`config.mk`:
```
export PLATFORM = sky130hd
export DESIGN_NAME = sle_cell
export DESIGN_NICKNAME = d
export VERILOG_FILES = /design/src/rtl/sle_pkg.sv /design/src/rtl/sle_cell.sv
export SDC_FILE = /design/constraint.sdc
export NUM_CORES = 1
export LEC_CHECK = 0
export BUFFER_PORTS_ARGS = -buffer_cell sky130_fd_sc_hd__buf_2
export CAP_MARGIN = 30
export CORE_ASPECT_RATIO = 1.25
export CORE_MARGIN = 2
export CORE_UTILIZATION = 38
export DETAILED_ROUTE_END_ITERATION = 10
export HOLD_SLACK_MARGIN = 0.03
export PLACE_DENSITY = 0.77
export SYNTH_ARGS = -nofsm -noshare
export SYNTH_HDL_FRONTEND = slang
export SYNTH_SLANG_ARGS = --single-unit
export TNS_END_PERCENT = 1
```
`constraint.sdc`:
```
create_clock -name clock -period 1.2 [get_ports clock]
set_input_delay 0.12 -clock clock [delete_from_list [all_inputs] [get_ports clock]]
set_output_delay 0.12 -clock clock [all_outputs]
set_load 0.01 [all_outputs]
```
`src/rtl/sle_pkg.sv`:
```
// ----------------------------------------------------------------------------
// sle_pkg
// Shared constants and types for the sequential list engine.
// ----------------------------------------------------------------------------
package sle_pkg;

   localparam int CAPACITY = 64;
   localparam int IDX_W    = $clog2(CAPACITY);
   localparam int CNT_W    = $clog2(CAPACITY + 1);
   localparam int POS_W    = 7;
   localparam int LEN_W    = 7;
   localparam int DATA_W   = 32;
   localparam int REQ_W    = 3;
   // compare width that holds any position, any count and count plus one
   localparam int CMP_W    = ((CNT_W > POS_W) ? CNT_W : POS_W) + 1;

   localparam logic [REQ_W-1:0] REQ_GET    = 3'd0;
   localparam logic [REQ_W-1:0] REQ_LOCATE = 3'd1;
   localparam logic [REQ_W-1:0] REQ_INSERT = 3'd2;
   localparam logic [REQ_W-1:0] REQ_DELETE = 3'd3;
   localparam logic [REQ_W-1:0] REQ_CLEAR  = 3'd4;

   localparam logic [1:0] CELL_HOLD = 2'd0;
   localparam logic [1:0] CELL_LOAD = 2'd1;
   localparam logic [1:0] CELL_UP   = 2'd2;
   localparam logic [1:0] CELL_DOWN = 2'd3;

   typedef struct packed {
      logic [1:0]               mode;
      logic signed [DATA_W-1:0] value;
   } cell_cmd_type;

endpackage

```
`src/rtl/sle_cell.sv`:
```
// ----------------------------------------------------------------------------
// sle_cell
// One list slot: holds an element, loads, shifts from a neighbor or holds.
// ----------------------------------------------------------------------------
module sle_cell import sle_pkg::*; (
   input  logic                     clock,
   input  cell_cmd_type             cmd,
   input  logic signed [DATA_W-1:0] left_data,
   input  logic signed [DATA_W-1:0] right_data,
   output logic signed [DATA_W-1:0] data,
   output logic                     match
);

   logic signed [DATA_W-1:0] data_ff;
   logic signed [DATA_W-1:0] data_in;

   always_comb begin
      case (cmd.mode)
         CELL_LOAD: data_in = cmd.value;
         CELL_UP:   data_in = left_data;
         CELL_DOWN: data_in = right_data;
         default:   data_in = data_ff;
      endcase
   end

   always_ff @(posedge clock) begin
      data_ff <= data_in;
   end

   assign data  = data_ff;
   assign match = (data_ff == cmd.value);

endmodule

```
* After elaboration in Yosys (flattened, before gate mapping)
Cells that the tools add are included.
** Storage, ports and cells
- Register bits :: 32
- Latch bits :: 0
- RAM bits :: 0
- Bits in read-only memories :: 0
- Input port bits :: 99
- Output and inout bits :: 33
- Logic and storage cells :: 7
- Memories kept :: 0
** Operators by class
- Add/subtract/negate cells :: 0
- Multipliers :: 0
- Divide/modulo/power cells :: 0
- $lt $le $gt $ge :: 0
- Eq/ne operators :: 4
- Shift-type cells :: 0
- Muxes and demuxes :: 1
- Bitwise gates (word level) :: 0
- Reduce and logical (&&, ||, !) cells :: 1
** Operators with widths (count)
- $pmux W32 S3 :: 1
- $eq A32 B32 Y1 :: 1
- $eq A2 B2 Y1 const B :: 2
- $reduce_bool A3 Y1 :: 1
- $eq A2 B1 Y1 const B :: 1

* Logic depth before layout (Yosys ltp)
- Depth in word-level cells :: 2
- Mapped depth :: 4
- Mapped depth without buffers :: 4

* Worst setup path after synthesis
No wires, ideal clock.
- Kind :: flip-flop to output port
- From :: register data_ff[31] (netlist: data[31])
- To :: output match
- Arrival :: 1.148 ns
- Required time :: 1.080 ns
- Path slack :: -0.068 ns
- Cell stages (with the launch flop) :: 5
- Path buffers :: 0
- Cell sequence :: edfxtp_1 xor2_1 nor4_1 nand4_1 nor2_1
** Between the ends
- Longest elaborated chain between the ends :: 1
** Ends and longest elaborated chain
- from (decl) :: RTL line sle_cell.sv:14 : logic signed [DATA_W-1:0] data_ff;
- from (signal assigned) :: RTL line sle_cell.sv:27 : data_ff <= data_in;
- $eq A32 B32 Y1 :: RTL line sle_cell.sv:31 : assign match = (data_ff == cmd.value);
- to (decl) :: RTL line sle_cell.sv:11 : output logic match
Every way passes these cells.

* Worst setup path after layout
- From :: register data_ff[29] (netlist: data[29])
- To :: output match
The elaborated chain is that of the path after synthesis.

==> flow_metrics.py <==
metrics = {
    "power": {
        "total_power_uw": 3093,
        "ir_worst_vdd_v": 0.0006039,
        "power_density_nw_per_um2": 1071,
        "power.leakage_uw": 0.001394,
    },
    "synth": {
        "synth_cell_type_count": 12,
        "netlist_top_cells_area": "edfxtp_1, mux2i_1, xor2_1",
        "syn_nets": 282,
        "yosysSeqAreaShare": 0.4836,
        "yosysTopAreaCellShare": 0.4836,
        "yosys_warnings": 0,
        "syn_area_um2": 1987,
        "ys_ff_latch": 32,
        "synth.avg_cell_area_um2": 10.86,
        "synthCells": 183,
        "synth_top_cell_by_area": "edfxtp_1",
    },
    "die": {
        "placementRows": 29,
        "io_pins": 132,
        "core_um2": 5044,
        "dieWidth_um": 68.68,
        "initial_core_util": 0.3939,
        "die-area_um2": 5827,
        "die_h_um": 84.85,
    },
    "placed_design": {
        "gp_congestion": 0.7682,
        "place_hpwl_um": 4104,
        "post_dp_cell_area_um2": 2768,
        "io_buffers": 131,
        "post-place-ws_ns": -0.2928,
        "place_inst": 377,
    },
    "finish": {
        "multiInputGateArea_um2": 987.2,
        "mostFrequentLayoutCells": "buf_2, mux2i_1, nor2_1, a21oi_1, edfxtp_1",
        "nFillCells": 469,
        "regArea_um2": 960.9,
        "syn2layout_area_growth_pct": 45.28,
        "drive_gt1_frac": 0.4815,
        "fin_nets": 422,
        "antenna_cells": 0,
        "final_common_cell": "buf_2",
        "largest_reg_flops": 32,
        "final_area_um2": 2887,
        "final_cells": 386,
    },
    "clocking": {
        "cts.path.max_buffers": 2,
        "cts_buffers": 5,
        "clk_pin_slew_ns": 0.06,
        "root_buffer": "clkbuf_8",
        "cts_tree": "done",
        "clock-sinks": 32,
        "hold_buffers": 0,
        "htree_levels": 2,
    },
    "drt": {
        "routed_wl_um": 5156,
        "drt-initial-drc-count": 39,
        "wl_per_cell_um": 13.36,
        "postRouteAntennaNets": 0,
        "drc": 0,
        "vias_per_cell": 4.759,
        "vias": 1837,
        "firstDrtPassIters": 4,
    },
    "sta": {
        "setup_ws_ns": -0.5283,
        "rsz0062_at_grt": "yes",
        "relSlewSlack": 0.6894,
        "timing.hold.ws_ns": 0.1954,
        "worst_pin_slew_ns": 0.4659,
        "period_share": 1.440,
        "slew_violations": 0,
        "min_period_ns": 1.728,
        "hold_violations": 0,
        "setup_violations": 1,
        "fmax_mhz": 578.6,
    },
    "global_route": {
        "antenna_found_initial": 0,
        "grt_pass1_wl_um": 7886,
        "grt_max_degree": 33,
        "grt_overflow": 0,
        "grt_pass1_vias": 1808,
        "grtUsageTotal": 0.1815,
    },
    "worst_hold_path": {
        "hp-start": "cmd[28]",
        "min_to": "data[28]$_DFFE_PP_",
        "holdPathStages": 3,
        "min_path_type": "primary input to register",
    },
    "setup_path": {
        "crit_type": "register to output port",
        "worstPathArrival_ns": 1.61,
        "cp_max_fo": 2,
        "crit_required_ns": 1.08,
        "cp-end-kind": "output port",
        "start_kind": "register",
    },
    "outcome": {
        "violations": "negative setup slack",
        "run_status": "finished with violations",
    },
    "run": {
        "maxCapViolCount": 0,
    },
}
[metal layers]
layer | routed length (um) | GRT usage
met5 | 0 | 0
met4 | 129 | 0.06182
met3 | 436 | 0.04907
met2 | 2614 | 0.3199
met1 | 1975 | 0.2040
[worst max path at each step]
stage	startpoint	endpoint	slack, ns	cells past startpoint
2_1_floorplan	data[31]$_DFFE_PP_	match	-0.06	4
3_3_place_gp	data[15]$_DFFE_PP_	match	-0.27	5
3_5_place_dp	data[15]$_DFFE_PP_	match	-0.29	5
4_1_cts	data[5]$_DFFE_PP_	match	-0.54	5
5_1_grt	data[29]$_DFFE_PP_	match	-0.67	5
6_report	data[29]$_DFFE_PP_	match	-0.53	5
[worst max-delay path, cell delays in order (launching register included)]
cell and delay [ns]:
edfxtp_1 0.43, xor2_2 0.19, nor4_4 0.33, nand4_1 0.15
nor2_2 0.10, buf_2 0.14
[per-stage QoR]
stage | util | TNS, ns
final | 0.5723 | -0.5283
after global routing | 0.5723 | -0.6722
after CTS | 0.5691 | -0.5413
after detailed placement | 0.5487 | -0.2928
after global placement | 0.5487 | -0.2742
after floorplan | - | -0.05616
[where the power goes]
group / total [uW] / internal [uW] / switching (uW)
Combinational: 838 / 417 / 421
Clock: 780 / 393 / 387
Sequential: 1470 / 1390 / 83.1
Total: 3090 / 2200 / 892
[Yosys cell counts (all sizes together)]
master  instances
nand4           2
a21oi          32
mux2i          32
clkbuf          3
xor2           32
nor4            8
nor2           33
buf             8
edfxtp         32
or2             1
[cell families (layout without fill, tap and decap cells)]
| group | Yosys count | in the layout | synth area share |
|---|---|---|---|
| AO/OA/AOI/OAI | 32 | 32 | 0.08060 |
| AND/OR/NAND/NOR | 44 | 44 | 0.09698 |
| buffers and inverters | 11 | 152 | 0.03652 |
| multiplexers | 32 | 32 | 0.1612 |
| XOR/XNOR | 32 | 32 | 0.1411 |
| flip-flops | 32 | 32 | 0.4836 |
[final cells by class]
cell class	instances	area share
Timing Repair Buffer	144	0.2696
Clock buffer	5	0.02384
Sequential cell	32	0.3329
Tap cell	62	0.02687
Clock inverter	3	0.004768
Multi-Input combinational cell	140	0.3420
[what timing repair did]
action,4_1_cts,5_1_grt
buffers inserted,1,0
resized for setup,2,2
endpoints found under the setup margin,1,1
pin swaps,4,3
Note: power is estimated with default switching activity, not from simulation.
